File: src/sv/jsu_pkg.sv
// Shared types and constants for the JSON string literal decoder.
package jsu_pkg;

    typedef enum logic [1:0] {
        KIND_BYTE,
        KIND_DONE,
        KIND_ERR
    } t_kind;

    typedef enum logic [3:0] {
        PH_IDLE,
        PH_BODY,
        PH_ESC,
        PH_HEX0,
        PH_HEX1,
        PH_HEX2,
        PH_HEX3,
        PH_LBS,
        PH_LU,
        PH_LHEX0,
        PH_LHEX1,
        PH_LHEX2,
        PH_LHEX3
    } t_phase;

    typedef struct packed {
        logic [7:0] in_byte;
        logic       end_of_text;
    } t_in_item;

    typedef struct packed {
        t_kind      kind;
        logic [7:0] out_byte;
        logic       last;
    } t_out_item;

    // One decoded unit: a code point with its UTF-8 length less one, or a status.
    typedef struct packed {
        t_kind       kind;
        logic [20:0] cp;
        logic [1:0]  cnt;
    } t_cmd;

    typedef struct packed {
        logic valid;
        t_cmd cmd;
    } t_cmd_flow;

endpackage

File: src/sv/jsu_front.sv
// Front end: accepts text bytes, tracks escapes and surrogates, and issues commands.
module jsu_front (
    input  logic               i_clk,
    input  logic               i_rst_n,
    input  logic               i_valid,
    input  jsu_pkg::t_in_item  i_item,
    input  logic               i_full,
    output logic               o_stall,
    output jsu_pkg::t_cmd_flow o_push
);

    localparam logic [7:0] CH_QUOTE = 8'h22;
    localparam logic [7:0] CH_BSL   = 8'h5C;
    localparam logic [7:0] CH_SLASH = 8'h2F;
    localparam logic [7:0] CH_B     = 8'h62;
    localparam logic [7:0] CH_F     = 8'h66;
    localparam logic [7:0] CH_N     = 8'h6E;
    localparam logic [7:0] CH_R     = 8'h72;
    localparam logic [7:0] CH_T     = 8'h74;
    localparam logic [7:0] CH_U     = 8'h75;

    jsu_pkg::t_phase r_phase, n_phase;
    logic [15:0]     r_acc, n_acc;
    logic [9:0]      r_hs, n_hs;

    logic            s_accept;
    logic [7:0]      s_c;
    logic [4:0]      s_digit;
    logic [15:0]     s_acc_next;
    logic            s_is_high;
    logic            s_is_low;
    logic [20:0]     s_pair_cp;

    function automatic logic [4:0] hex_value(input logic [7:0] c);
        logic [4:0] v;
        v = 5'd16;
        if (c >= 8'h30 && c <= 8'h39) v = 5'(c - 8'h30);
        else if (c >= 8'h61 && c <= 8'h66) v = 5'(c - 8'h57);
        else if (c >= 8'h41 && c <= 8'h46) v = 5'(c - 8'h37);
        return v;
    endfunction

    function automatic logic [1:0] utf8_cnt(input logic [20:0] cp);
        logic [1:0] n;
        if (cp < 21'h80) n = 2'd0;
        else if (cp < 21'h800) n = 2'd1;
        else if (cp < 21'h10000) n = 2'd2;
        else n = 2'd3;
        return n;
    endfunction

    assign o_stall    = i_full;
    assign s_accept   = i_valid && !i_full;
    assign s_c        = i_item.in_byte;
    assign s_digit    = hex_value(s_c);
    assign s_acc_next = {r_acc[11:0], s_digit[3:0]};
    assign s_is_high  = (s_acc_next[15:10] == 6'b110110);
    assign s_is_low   = (s_acc_next[15:10] == 6'b110111);
    assign s_pair_cp  = 21'h10000 + {1'b0, r_hs, s_acc_next[9:0]};

    always_comb begin
        n_phase = r_phase;
        n_acc   = r_acc;
        n_hs    = r_hs;
        if (i_item.end_of_text) begin
            n_phase = jsu_pkg::PH_IDLE;
        end else begin
            unique case (r_phase)
                jsu_pkg::PH_IDLE: begin
                    if (s_c == CH_QUOTE) n_phase = jsu_pkg::PH_BODY;
                end
                jsu_pkg::PH_BODY: begin
                    if (s_c == CH_QUOTE) n_phase = jsu_pkg::PH_IDLE;
                    else if (s_c == CH_BSL) n_phase = jsu_pkg::PH_ESC;
                    else if (s_c < 8'h20) n_phase = jsu_pkg::PH_IDLE;
                end
                jsu_pkg::PH_ESC: begin
                    if (s_c == CH_U) begin
                        n_phase = jsu_pkg::PH_HEX0;
                        n_acc   = '0;
                    end else if (s_c == CH_QUOTE || s_c == CH_BSL || s_c == CH_SLASH ||
                                 s_c == CH_B || s_c == CH_F || s_c == CH_N ||
                                 s_c == CH_R || s_c == CH_T) begin
                        n_phase = jsu_pkg::PH_BODY;
                    end else begin
                        n_phase = jsu_pkg::PH_IDLE;
                    end
                end
                jsu_pkg::PH_HEX0, jsu_pkg::PH_HEX1, jsu_pkg::PH_HEX2,
                jsu_pkg::PH_LHEX0, jsu_pkg::PH_LHEX1, jsu_pkg::PH_LHEX2: begin
                    if (s_digit[4]) begin
                        n_phase = jsu_pkg::PH_IDLE;
                    end else begin
                        n_acc   = s_acc_next;
                        n_phase = jsu_pkg::t_phase'(r_phase + 4'd1);
                    end
                end
                jsu_pkg::PH_HEX3: begin
                    n_acc = s_acc_next;
                    if (s_digit[4] || s_is_low) begin
                        n_phase = jsu_pkg::PH_IDLE;
                    end else if (s_is_high) begin
                        n_phase = jsu_pkg::PH_LBS;
                        n_hs    = s_acc_next[9:0];
                    end else begin
                        n_phase = jsu_pkg::PH_BODY;
                    end
                end
                jsu_pkg::PH_LHEX3: begin
                    n_acc = s_acc_next;
                    if (s_digit[4] || !s_is_low) n_phase = jsu_pkg::PH_IDLE;
                    else n_phase = jsu_pkg::PH_BODY;
                end
                jsu_pkg::PH_LBS: begin
                    n_phase = (s_c == CH_BSL) ? jsu_pkg::PH_LU : jsu_pkg::PH_IDLE;
                end
                jsu_pkg::PH_LU: begin
                    if (s_c == CH_U) begin
                        n_phase = jsu_pkg::PH_LHEX0;
                        n_acc   = '0;
                    end else begin
                        n_phase = jsu_pkg::PH_IDLE;
                    end
                end
                default: n_phase = jsu_pkg::PH_IDLE;
            endcase
        end
    end

    always_comb begin
        o_push.valid    = 1'b0;
        o_push.cmd.kind = jsu_pkg::KIND_ERR;
        o_push.cmd.cp   = '0;
        o_push.cmd.cnt  = '0;
        if (i_item.end_of_text) begin
            o_push.valid = 1'b1;
        end else begin
            unique case (r_phase)
                jsu_pkg::PH_IDLE: begin
                    o_push.valid = (s_c != CH_QUOTE);
                end
                jsu_pkg::PH_BODY: begin
                    if (s_c == CH_QUOTE) begin
                        o_push.valid    = 1'b1;
                        o_push.cmd.kind = jsu_pkg::KIND_DONE;
                    end else if (s_c == CH_BSL) begin
                        o_push.valid = 1'b0;
                    end else if (s_c < 8'h20) begin
                        o_push.valid = 1'b1;
                    end else begin
                        o_push.valid    = 1'b1;
                        o_push.cmd.kind = jsu_pkg::KIND_BYTE;
                        o_push.cmd.cp   = {13'd0, s_c};
                    end
                end
                jsu_pkg::PH_ESC: begin
                    o_push.valid    = (s_c != CH_U);
                    o_push.cmd.kind = jsu_pkg::KIND_BYTE;
                    unique case (s_c)
                        CH_QUOTE, CH_BSL, CH_SLASH: o_push.cmd.cp = {13'd0, s_c};
                        CH_B: o_push.cmd.cp = 21'h08;
                        CH_F: o_push.cmd.cp = 21'h0C;
                        CH_N: o_push.cmd.cp = 21'h0A;
                        CH_R: o_push.cmd.cp = 21'h0D;
                        CH_T: o_push.cmd.cp = 21'h09;
                        CH_U: o_push.cmd.cp = '0;
                        default: o_push.cmd.kind = jsu_pkg::KIND_ERR;
                    endcase
                end
                jsu_pkg::PH_HEX0, jsu_pkg::PH_HEX1, jsu_pkg::PH_HEX2,
                jsu_pkg::PH_LHEX0, jsu_pkg::PH_LHEX1, jsu_pkg::PH_LHEX2: begin
                    o_push.valid = s_digit[4];
                end
                jsu_pkg::PH_HEX3: begin
                    if (s_digit[4] || s_is_low) begin
                        o_push.valid = 1'b1;
                    end else if (!s_is_high) begin
                        o_push.valid    = 1'b1;
                        o_push.cmd.kind = jsu_pkg::KIND_BYTE;
                        o_push.cmd.cp   = {5'd0, s_acc_next};
                        o_push.cmd.cnt  = utf8_cnt({5'd0, s_acc_next});
                    end
                end
                jsu_pkg::PH_LHEX3: begin
                    o_push.valid = 1'b1;
                    if (!s_digit[4] && s_is_low) begin
                        o_push.cmd.kind = jsu_pkg::KIND_BYTE;
                        o_push.cmd.cp   = s_pair_cp;
                        o_push.cmd.cnt  = 2'd3;
                    end
                end
                jsu_pkg::PH_LBS: o_push.valid = (s_c != CH_BSL);
                jsu_pkg::PH_LU:  o_push.valid = (s_c != CH_U);
                default:         o_push.valid = 1'b1;
            endcase
        end
        o_push.valid = o_push.valid && s_accept;
    end

    always_ff @(posedge i_clk) begin
        if (!i_rst_n) begin
            r_phase <= jsu_pkg::PH_IDLE;
            r_acc   <= '0;
            r_hs    <= '0;
        end else if (s_accept) begin
            r_phase <= n_phase;
            r_acc   <= n_acc;
            r_hs    <= n_hs;
        end
    end

endmodule

File: src/sv/jsu_queue.sv
// Short command queue between the front end and the byte emitter.
module jsu_queue #(
    parameter int DEPTH = 4
) (
    input  logic               i_clk,
    input  logic               i_rst_n,
    input  jsu_pkg::t_cmd_flow i_push,
    input  logic               i_pop,
    output logic               o_full,
    output jsu_pkg::t_cmd_flow o_head
);

    localparam int PTR_W = (DEPTH > 1) ? $clog2(DEPTH) : 1;
    localparam int CNT_W = $clog2(DEPTH + 1);

    jsu_pkg::t_cmd    r_mem [DEPTH];
    logic [PTR_W-1:0] r_wr, n_wr;
    logic [PTR_W-1:0] r_rd, n_rd;
    logic [CNT_W-1:0] r_cnt, n_cnt;
    logic             s_push;
    logic             s_pop;

    assign o_full      = (r_cnt == CNT_W'(DEPTH));
    assign o_head.valid = (r_cnt != '0);
    assign o_head.cmd   = r_mem[r_rd];
    assign s_push      = i_push.valid && !o_full;
    assign s_pop       = i_pop && o_head.valid;

    always_comb begin
        n_wr  = r_wr;
        n_rd  = r_rd;
        n_cnt = r_cnt;
        if (s_push) n_wr = (r_wr == PTR_W'(DEPTH - 1)) ? '0 : r_wr + 1'b1;
        if (s_pop)  n_rd = (r_rd == PTR_W'(DEPTH - 1)) ? '0 : r_rd + 1'b1;
        if (s_push && !s_pop) n_cnt = r_cnt + 1'b1;
        else if (s_pop && !s_push) n_cnt = r_cnt - 1'b1;
    end

    always_ff @(posedge i_clk) begin
        if (s_push) r_mem[r_wr] <= i_push.cmd;
    end

    always_ff @(posedge i_clk) begin
        if (!i_rst_n) begin
            r_wr  <= '0;
            r_rd  <= '0;
            r_cnt <= '0;
        end else begin
            r_wr  <= n_wr;
            r_rd  <= n_rd;
            r_cnt <= n_cnt;
        end
    end

endmodule

File: src/sv/jsu_back.sv
// Back end: expands queued commands into UTF-8 result items, one per cycle unless stalled.
module jsu_back (
    input  logic               i_clk,
    input  logic               i_rst_n,
    input  jsu_pkg::t_cmd_flow i_head,
    output logic               o_pop,
    input  logic               i_stall,
    output logic               o_valid,
    output jsu_pkg::t_out_item o_item
);

    logic               r_valid;
    jsu_pkg::t_out_item r_item, n_item;
    logic [1:0]         r_pos, n_pos;
    logic               s_load;
    logic               s_end;

    function automatic logic [7:0] utf8_byte(input logic [20:0] cp, input logic [1:0] cnt,
                                             input logic [1:0] pos);
        logic [7:0] b;
        logic [1:0] rem;
        rem = cnt - pos;
        if (pos == 2'd0) begin
            unique case (cnt)
                2'd0: b = cp[7:0];
                2'd1: b = {3'b110, cp[10:6]};
                2'd2: b = {4'b1110, cp[15:12]};
                2'd3: b = {5'b11110, cp[20:18]};
                default: b = '0;
            endcase
        end else begin
            unique case (rem)
                2'd0: b = {2'b10, cp[5:0]};
                2'd1: b = {2'b10, cp[11:6]};
                2'd2: b = {2'b10, cp[17:12]};
                default: b = '0;
            endcase
        end
        return b;
    endfunction

    assign s_load  = !r_valid || !i_stall;
    assign s_end   = (r_pos == i_head.cmd.cnt);
    assign o_pop   = s_load && i_head.valid && s_end;
    assign o_valid = r_valid;
    assign o_item  = r_item;

    always_comb begin
        n_item.kind     = i_head.cmd.kind;
        n_item.last     = s_end;
        n_item.out_byte = '0;
        if (i_head.cmd.kind == jsu_pkg::KIND_BYTE) begin
            n_item.out_byte = utf8_byte(i_head.cmd.cp, i_head.cmd.cnt, r_pos);
        end
        n_pos = r_pos;
        if (s_load && i_head.valid) n_pos = s_end ? 2'd0 : r_pos + 2'd1;
    end

    always_ff @(posedge i_clk) begin
        if (s_load) r_item <= n_item;
    end

    always_ff @(posedge i_clk) begin
        if (!i_rst_n) begin
            r_valid <= 1'b0;
            r_pos   <= '0;
        end else begin
            if (s_load) r_valid <= i_head.valid;
            r_pos <= n_pos;
        end
    end

endmodule

File: src/sv/json_string_unescape_utf8.sv
// Top level of the JSON string literal decoder with UTF-8 output.
//
// The input channel takes one byte of text per item (i_valid, o_stall, i_item).
// An item whose end_of_text bit is set carries no byte and ends the literal.
// The output channel (o_valid, i_stall, o_item) gives decoded UTF-8 bytes, a
// completion item at the closing quote, or an error item for a malformed literal.
// Each input item causes zero to four result items; the last of them has last set.
// An item is taken in every cycle while the command queue has room, so the front
// end runs at one byte per cycle. The emitter gives one result item per cycle
// unless the receiver stalls; a \u escape yielding several UTF-8 bytes gives each
// as its own item. A result is registered in the queue and then the output register.
// When the receiver stalls, the output register holds its item, the queue of
// P_QUEUE_DEPTH commands fills, and then o_stall rises towards the sender.
// Reset returns the decoder to idle, awaiting an opening quote, and empties the
// queue and the output register.
module json_string_unescape_utf8 #(
    parameter int P_QUEUE_DEPTH = 4
) (
    input  logic               i_clk,
    input  logic               i_rst_n,
    input  logic               i_valid,
    output logic               o_stall,
    input  jsu_pkg::t_in_item  i_item,
    output logic               o_valid,
    input  logic               i_stall,
    output jsu_pkg::t_out_item o_item
);

    jsu_pkg::t_cmd_flow s_push;
    jsu_pkg::t_cmd_flow s_head;
    logic               s_full;
    logic               s_pop;

    jsu_front u_front (
        .i_clk   (i_clk),
        .i_rst_n (i_rst_n),
        .i_valid (i_valid),
        .i_item  (i_item),
        .i_full  (s_full),
        .o_stall (o_stall),
        .o_push  (s_push)
    );

    jsu_queue #(
        .DEPTH (P_QUEUE_DEPTH)
    ) u_queue (
        .i_clk   (i_clk),
        .i_rst_n (i_rst_n),
        .i_push  (s_push),
        .i_pop   (s_pop),
        .o_full  (s_full),
        .o_head  (s_head)
    );

    jsu_back u_back (
        .i_clk   (i_clk),
        .i_rst_n (i_rst_n),
        .i_head  (s_head),
        .o_pop   (s_pop),
        .i_stall (i_stall),
        .o_valid (o_valid),
        .o_item  (o_item)
    );

    a_no_push_when_full: assert property (@(posedge i_clk) disable iff (!i_rst_n)
        s_push.valid |-> !s_full)
        else $error("Command pushed into a full queue.");

    a_no_pop_when_empty: assert property (@(posedge i_clk) disable iff (!i_rst_n)
        s_pop |-> s_head.valid)
        else $error("Command popped from an empty queue.");

    a_status_item_form: assert property (@(posedge i_clk) disable iff (!i_rst_n)
        (o_valid && o_item.kind != jsu_pkg::KIND_BYTE) |->
            (o_item.last && o_item.out_byte == 8'h00))
        else $error("Status item without last or with a non-zero byte.");

endmodule

File: config.mk
export PLATFORM = sky130hd
export DESIGN_NAME = json_string_unescape_utf8
export DESIGN_NICKNAME = d
export VERILOG_FILES = /design/src/sv/jsu_pkg.sv /design/src/sv/jsu_front.sv /design/src/sv/jsu_queue.sv /design/src/sv/jsu_back.sv /design/src/sv/json_string_unescape_utf8.sv
export SDC_FILE = /design/constraint.sdc
export NUM_CORES = 1
export LEC_CHECK = 0
export BUFFER_PORTS_ARGS = -buffer_cell sky130_fd_sc_hd__buf_2
export CAP_MARGIN = 20
export CORE_MARGIN = 2
export CORE_UTILIZATION = 45
export DETAILED_ROUTE_END_ITERATION = 10
export RECOVER_POWER = 50
export SETUP_SLACK_MARGIN = 0.3
export SLEW_MARGIN = 10
export SYNTH_ARGS = -nofsm -noshare
export SYNTH_HDL_FRONTEND = slang
export SYNTH_HIERARCHICAL = 1
export SYNTH_SLANG_ARGS = --single-unit
File: constraint.sdc
create_clock -name i_clk -period 6.4 [get_ports i_clk]
set_clock_uncertainty 0.2 [all_clocks]
set_input_delay 1.92 -clock i_clk [delete_from_list [all_inputs] [get_ports i_clk]]
set_output_delay 1.92 -clock i_clk [all_outputs]
set_load 0.01 [all_outputs]
==> results of run 1 <==
worst reg2reg max path: stages, from the launching register on:
cell      delay, ns
dfxtp_1        0.41
clkbuf_1       1.46
mux4_1         1.03
xnor2_1        0.28
and2_0         0.23
and3_1         0.18
o31ai_1        0.17
ha_1           0.30
inv_1          0.07
fa_1           0.37
xor2_1         0.18
or3_1          0.31
a21boi_0       0.20
metrics by stage:
step                hold slack, ns  total power, uW
finish                       0.288             3160
global placement             0.267             2160
detailed placement           0.279             2190
global route                 0.318             3310
floorplan                    0.244             1990
CTS                          0.292             3210
area by class of cell:
cell class                      instances  area share, %
Clock buffer                           19           5.79
Inverter                               19          0.868
Timing Repair Buffer                   32           1.89
Multi-Input combinational cell        382           36.7
Tap cell                              216           3.29
Clock inverter                         13           1.57
Antenna cell                            1         0.0305
Sequential cell                       149           49.8
cell families after synthesis:
family	after synthesis	share of synthesized area [%]
fa+ha+maj	18	3.14
xor+xnor	7	1.05
flops	149	55.3
mux	54	12.4
compound gates	117	10.9
simple gates	186	13.6
buf+inv	52	3.63
sequential cells by signal (all words and copies together) (netlist names), named ones only:
register / cells
u_front/r_hs: 10
u_queue/r_cnt: 3
u_front/r_phase: 4
u_back/o_item: 11
u_queue/r_wr: 2
u_queue/r_mem: 100
u_queue/r_rd: 2
u_back/r_pos: 2
u_back/o_valid: 1
u_front/r_acc: 12
path summary, 6_finish.rpt:
kind                           from                end  slack, ns  cells past startpoint
hold reg to reg   u_front/r_acc[11]  u_front/r_acc[11]       0.29                      2
setup reg to reg           register   u_queue/r_cnt[2]       0.93                     12
hold / removal    u_front/r_acc[11]  u_front/r_acc[11]       0.29                      2
setup / recovery          i_item[1]   u_queue/r_cnt[2]       0.81                     16
report_power, final:
| part | internal (uW) | switching, uW |
|---|---|---|
| clock network | 593 | 419 |
| logic | 390 | 468 |
| registers | 1230 | 57.2 |
cell usage in the layout, fill, tap and decap left out, types with 5 or more instances in the layout:
cell type	count
edfxtp_1	111
and3_1	6
nor2b_1	18
mux4_1	5
clkbuf_1	16
inv_1	19
nand2_1	59
nor3_1	8
a22oi_1	9
clkbuf_16	19
dfxtp_1	38
nor2_1	26
nand3_1	14
a21oi_1	21
o21ai_1	15
o31ai_1	5
ha_1	17
mux2i_1	18
buf_4	6
nor3b_1	5
mux2_2	8
mux4_2	23
nand4_1	13
buf_2	10
and2_1	7
nor4_1	5
o21ai_0	21
metal layers:
metal	vias to the layer above	track usage (%)
li1	2290	-
met1	2399	26.7
met2	136	32.1
met3	22	4.34
met4	0	6.39
met5	-	0
synth_stat cells (3+ instances only):
library cell / count
o22ai_1: 4
o21ai_1: 21
clkbuf_1: 17
a21oi_1: 21
nand3_1: 14
edfxtp_1: 111
nand3b_1: 3
nor3_1: 8
nor2b_1: 18
mux4_1: 5
mux4_2: 23
buf_6: 3
nand2b_1: 3
nand4b_1: 4
nand2_1: 59
ha_1: 17
mux2_2: 8
and2_1: 8
buf_2: 8
a21boi_0: 3
o21a_1: 4
dfxtp_1: 38
and3_1: 6
nand4_1: 13
nor4_1: 5
a22oi_1: 9
o21ai_0: 15
inv_1: 19
mux2i_1: 18
xnor2_1: 4
a31oi_1: 3
nor3b_1: 3
o31ai_1: 5
nor2_1: 25
==> metrics.md, run 1 <==
| Metric | Value |
|---|---|
| Setup TNS | `0 ns` |
| Via count | `4847` |
| CP startpoint kind | `primary input` |
| Row cnt | `46` |
| Clock root buffer | `clkbuf_16` |
| DP Area | `0.00766 mm2` |
| Die span in y | `132 um` |
| Post-synthesis sequential area ratio | `55.3%` |
| Max Used Layer | `met4` |
| Buffers on Ports | `25` |
| Final setup vio count | `0` |
| Resize count post-CTS | `0` |
| GR Overflow Total | `0` |
| DR pass1 iterations | `5` |
| Largest area contributor in the synthesized netlist | `edfxtp_1` |
| TritonCTS clock tree | `done` |
| Hpwl dp | `11.2 mm` |
| Via/cell ratio | `5.83` |
| Slew Limit Headroom | `-43.8%` |
| CP required | `6.54 ns` |
| Setup WS post-layout | `0.808 ns` |
| Failing checks | `capacitance limit, slew limit` |
| Slowest-stage cell, CP | `nor3b_1` |
| LEAKAGE | `0.00277 uW` |
| Number of synthesized flops with an enable pin | `111` |
| CP Class | `primary input to register` |
| Synthesized area per cell | `12.7 um2` |
| Cts hold-fix bufs | `0` |
| Filler instances | `1452` |
| Multi-input gate area | `0.00302 mm2` |
| Worst-path cell chain | `clkbuf_1 -> inv_1 -> ha_1 -> nor3b_1 -> nor3_4 -> o221a_1 -> a21oi_1 -> o21ai_1 -> nand2_1 -> nor2b_1 -> ha_1 -> inv_1 -> fa_1 -> xor2_1 -> or3_1 -> a21boi_0` |
| Max-slew violations | `93` |
| CP max FO | `9` |
| Fmax | `0.179 GHz` |
| Critical path endpoint category | `register` |
| Worst min path class | `register to register` |
| Final Hold Fails | `0` |
| Yosys reg bits | `149` |
| Area growth syn-to-layout | `10.9%` |
| Metal2 WL | `8.21 mm` |
| Synth cell types | `79` |
| Average routed wire per standard cell | `20.1 um` |
| RSZ-0062 raised after global routing | `no` |
| TritonCTS Buffers | `17` |
| Design area | `0.00822 mm2` |
| Die ar. | `0.0175 mm2` |
| Synth Instances | `583` |
| Placed cells | `798` |
| Post-CTS Setup Repair Bufs | `0` |
| Worst-Margin Slew | `2.16 ns` |
| Seq. cell area | `0.00409 mm2` |
| Die Width | `132 um` |
| Syn nets | `614` |
| Pre-CTS WS | `0.487 ns` |
| Primary FF master, synth | `edfxtp_1` |
| CTS Buffer Depth | `2` |
| Vias in the first global route | `4774` |
| Initial antenna violation count | `0` |
| Number of antenna-violating nets in the routed design | `0` |
| Worst skew pair latency | `0.43 ns` |
| Post-synth ARST share | `0%` |
| GRT Overall Usage | `19.8%` |
| Crit path time final | `5.59 ns` |
| Critical Path AT | `5.73 ns` |
| Dominant cells by area after synthesis | `edfxtp_1 (45%), dfxtp_1 (10%), mux4_2 (7.0%)` |
| VDD IR-drop max | `192 uV` |
| Met3 routed WL | `755 um` |
| Synth warn | `6` |
| Clock sink count | `149` |
| Status | `finished with violations` |
| Post-Layout Cell Count | `831` |
| Largest net degree at the start of global routing | `54` |
| First-pass GRT wire length | `26.4 mm` |
| Critical path's largest stage delay | `0.51 ns` |
| Post-route DRC | `0` |
| M1 WL | `7.45 mm` |
| Core area | `0.0160 mm2` |
| Fin crit share | `87.4%` |
| Post-layout net count | `632` |
| Share of the synthesized area in the top cell type | `45.0%` |
| Starting DRC count in detailed routing | `466` |
| Starting Density | `46.3%` |
| CTS H-tree depth | `4` |
| Bufs and invs on worst path | `3` |
| CTS clk-pin slew, worst paths | `0.06 ns` |
| CP delay by family, top | `simple AND/OR/NAND/NOR gates` |
| P per Cell Area | `384 mW/mm2` |
| Ratio of cells with drive above 1 in the final layout | `14.2%` |
| Cell Area, Synth | `0.00741 mm2` |
| Final Core Density | `51.3%` |
| WL final | `16.7 mm` |
| Max Cap Viol | `3` |
| # IOs | `26` |
| Placer Congestion | `0.858` |
(Power assumes the default switching activity.)
==> run 2: changes to the inputs <==
--- a/config.mk
+++ b/config.mk
@@ -7,6 +7,7 @@
 export LEC_CHECK = 0
 export BUFFER_PORTS_ARGS = -buffer_cell sky130_fd_sc_hd__buf_2
 export CAP_MARGIN = 20
+export CORE_ASPECT_RATIO = 0.6
 export CORE_MARGIN = 2
 export CORE_UTILIZATION = 45
 export DETAILED_ROUTE_END_ITERATION = 10
==> run 2 against run 1 <==
The run still ends with capacitance limit, slew limit left; register-to-register slack barely moved; fmax shrank 3.1%; utilization fell by 0.70 points; largest power group unchanged; cell count fell by 0.72%; largest cell class unchanged; non-clock buffer count rose by 2; critical path type unchanged; highest routed layer unchanged; critical path depth decreased by 7.
==> metrics.md, run 2 (synthesis gave the netlist of run 1 again) <==
| Metric | Value |
|---|---|
| Status | `finished with violations` |
| Failing checks | `capacitance limit, slew limit` |
| Critical path endpoint category | `register` |
| Final Hold Fails | `0 (unchanged)` |
| Stages on the worst setup path | `9 (-7)` |
| Setup TNS | `0 ns (unchanged)` |
| Design area | `0.00819 mm2 (-0.32%)` |
| M3 GR Usage | `4.68% (+0.34 points)` |
| Slowest-stage cell, CP | `nor3b_1` |
| Net Sw Frac | `29.7% (-0.22 points)` |
| Vias in the first global route | `4741 (-0.69%)` |
| CP Class | `primary input to register` |
| Pre-CTS WS | `0.636 ns (+0.149 ns)` |
| WL final | `17.5 mm (+4.8%)` |
| CP delay by family, top | `simple AND/OR/NAND/NOR gates` |
| Worst skew pair latency | `0.42 ns (about the same)` |
| Sequential Power Share | `41.2% (+0.4 points)` |
| GR Overflow Total | `0 (unchanged)` |
| Max Cap Viol | `3 (unchanged)` |
| TritonCTS Buffers | `17 (unchanged)` |
| Met1 GRT Util | `31.9% (+5.2 points)` |
| Clock power share | `31.2% (-0.8 points)` |
| Hpwl dp | `12.2 mm (+8.7%)` |
| Area growth syn-to-layout | `10.6%` |
| VDD IR-drop max | `173 uV (-9.9%)` |
| P per Cell Area | `382 mW/mm2 (-0.59%)` |
| Row cnt | `36 (-22%)` |
| Met2 usage | `30.5% (-1.6 points)` |
| Final setup vio count | `0 (unchanged)` |
| P_sw | `928 uW (-1.7%)` |
| Critical Path AT | `5.88 ns (+0.15 ns)` |
| Post-route DRC | `0 (unchanged)` |
| Starting DRC count in detailed routing | `451 (-3.2%)` |
| Placer Congestion | `0.932 (+8.6%)` |
| Post-CTS Setup Repair Bufs | `0 (unchanged)` |
| GRT Overall Usage | `21.1% (+1.3 points)` |
| TritonCTS clock tree | `done` |
| Core area | `0.0162 mm2 (+1.1%)` |
| Die ar. | `0.0175 mm2 (+0.20%)` |
| CTS H-tree depth | `4 (unchanged)` |
| Max-slew violations | `92 (-1.1%)` |
| DR pass1 iterations | `5 (unchanged)` |
| Most flop-heavy register | `u_queue/r_mem` |
| Comb power frac | `27.6% (+0.4 points)` |
| Crit path time final | `5.77 ns (+0.181 ns)` |
| Fin crit share | `90.2% (+2.8 points)` |
| CP startpoint kind | `primary input` |
| Worst r2r path cells | `12 (unchanged)` |
| Clock sink count | `149 (unchanged)` |
| Ratio of cells with drive above 1 in the final layout | `14.1% (-0.046 points)` |
| Internal | `2200 uW (-0.59%)` |
| Slew Limit Headroom | `-48.5% (-4.7 points)` |
| Critical path's largest stage delay | `1.76 ns (+1.25 ns)` |
| PnR Total Power | `3130 uW (-0.91%)` |
| Filler instances | `1369 (-5.7%)` |
| Average routed wire per standard cell | `21.2 um (+5.5%)` |
| Fmax | `0.173 GHz (-3.1%)` |
| Bufs and invs on worst path | `2 (-1)` |
| Via/cell ratio | `6.01 (+3.0%)` |
| # IOs | `26 (unchanged)` |
| First-pass GRT wire length | `27.2 mm (+2.8%)` |
| CTS Buffer Depth | `2 (unchanged)` |
| Most frequent cells in the layout | `edfxtp_1 (111), nand2_1 (59), dfxtp_1 (38)` |
| RSZ-0062 raised after global routing | `no` |
| Worst-path cell chain | `clkbuf_1 -> inv_1 -> ha_1 -> nor3b_1 -> nor3_1 -> o221ai_4 -> nor3b_1 -> mux2i_1 -> nor2b_1` |
| Starting Density | `45.8% (-0.49 points)` |
| CP max FO | `12 (+3)` |
| Die Width | `170 um (+28%)` |
| Resize count post-CTS | `0 (unchanged)` |
| Worst min path class | `register to register` |
| Cell mode on critical path | `nor3b_1` |
| DP Area | `0.00766 mm2 (about the same)` |
| Most common cell after layout, fill and taps aside | `edfxtp_1` |
| Setup WS post-layout | `0.627 ns (-0.181 ns)` |
| Via count | `4955 (+2.2%)` |
| Worst-Margin Slew | `2.22 ns (+0.0664 ns)` |
| LEAKAGE | `0.00275 uW (-0.44%)` |
| CP required | `6.51 ns (-0.03 ns)` |
| Post-layout net count | `634 (+0.32%)` |
| Cts hold-fix bufs | `0 (unchanged)` |
| Die span in y | `103 um (-22%)` |
| GR peak layer | `met1` |
| Antenna diodes | `0 (-1)` |
| Number of antenna-violating nets in the routed design | `0 (unchanged)` |
| Max FFs per register | `100 (unchanged)` |
| CTS clk-pin slew, worst paths | `0.07 ns (about the same)` |
| Largest net degree at the start of global routing | `54 (unchanged)` |
| Worst hold stages | `2 (unchanged)` |
| Final Core Density | `50.6% (-0.70 points)` |
| Initial antenna violation count | `0 (unchanged)` |
| Buffers on Ports | `25 (unchanged)` |
| Clock root buffer | `clkbuf_16` |
## run 2: power groups by stage
stage | clock [uW] | sequential (uW) | combinational [uW]
after floorplan | 0 | 1300 | 682
after global placement | 0 | 1300 | 858
after detailed placement | 0 | 1310 | 875
after CTS | 991 | 1290 | 882
after global routing | 1030 | 1310 | 948
final | 977 | 1290 | 863
## run 2: tightest hold or removal path, stage by stage (launching register included)
cell and delay (ns):
dfxtp_1 0.34, nand2_1 0.06, o21ai_1 0.06
## run 2: final timing paths
check,startpoint,end,slack (ns)
worst max-delay path,i_item[1],u_front/r_hs[3],0.63
worst min-delay path,u_front/r_acc[10],u_front/r_acc[10],0.30
worst max register to register,register,u_queue/r_cnt[2],0.93
worst min register to register,u_front/r_acc[10],u_front/r_acc[10],0.30
## run 2: layer usage
metal	vias to the layer above	wire length, um
li1	2298	-
met3	15	1230
met4	0	197
met2	173	7200
met1	2469	8860
met5	-	0
## run 2: cell type report
| cell class | instances | area, um2 | area share, % |
|---|---|---|---|
| Clock inverter | 13 | 149 | 1.82 |
| Inverter | 19 | 71.3 | 0.871 |
| Multi-Input combinational cell | 382 | 3010 | 36.8 |
| Tap cell | 209 | 262 | 3.19 |
| Clock buffer | 19 | 433 | 5.29 |
| Timing Repair Buffer | 34 | 168 | 2.05 |
| Sequential cell | 149 | 4090 | 50.0 |
## run 2: metrics by stage
| step | std cells | hold WS [ns] |
|---|---|---|
| 3_3_place_gp | 792 | 0.262 |
| 5_1_grt | 825 | 0.312 |
| 3_5_place_dp | 792 | 0.291 |
| 4_1_cts | 824 | 0.304 |
| 2_1_floorplan | 583 | 0.244 |
| 6_report | 825 | 0.300 |
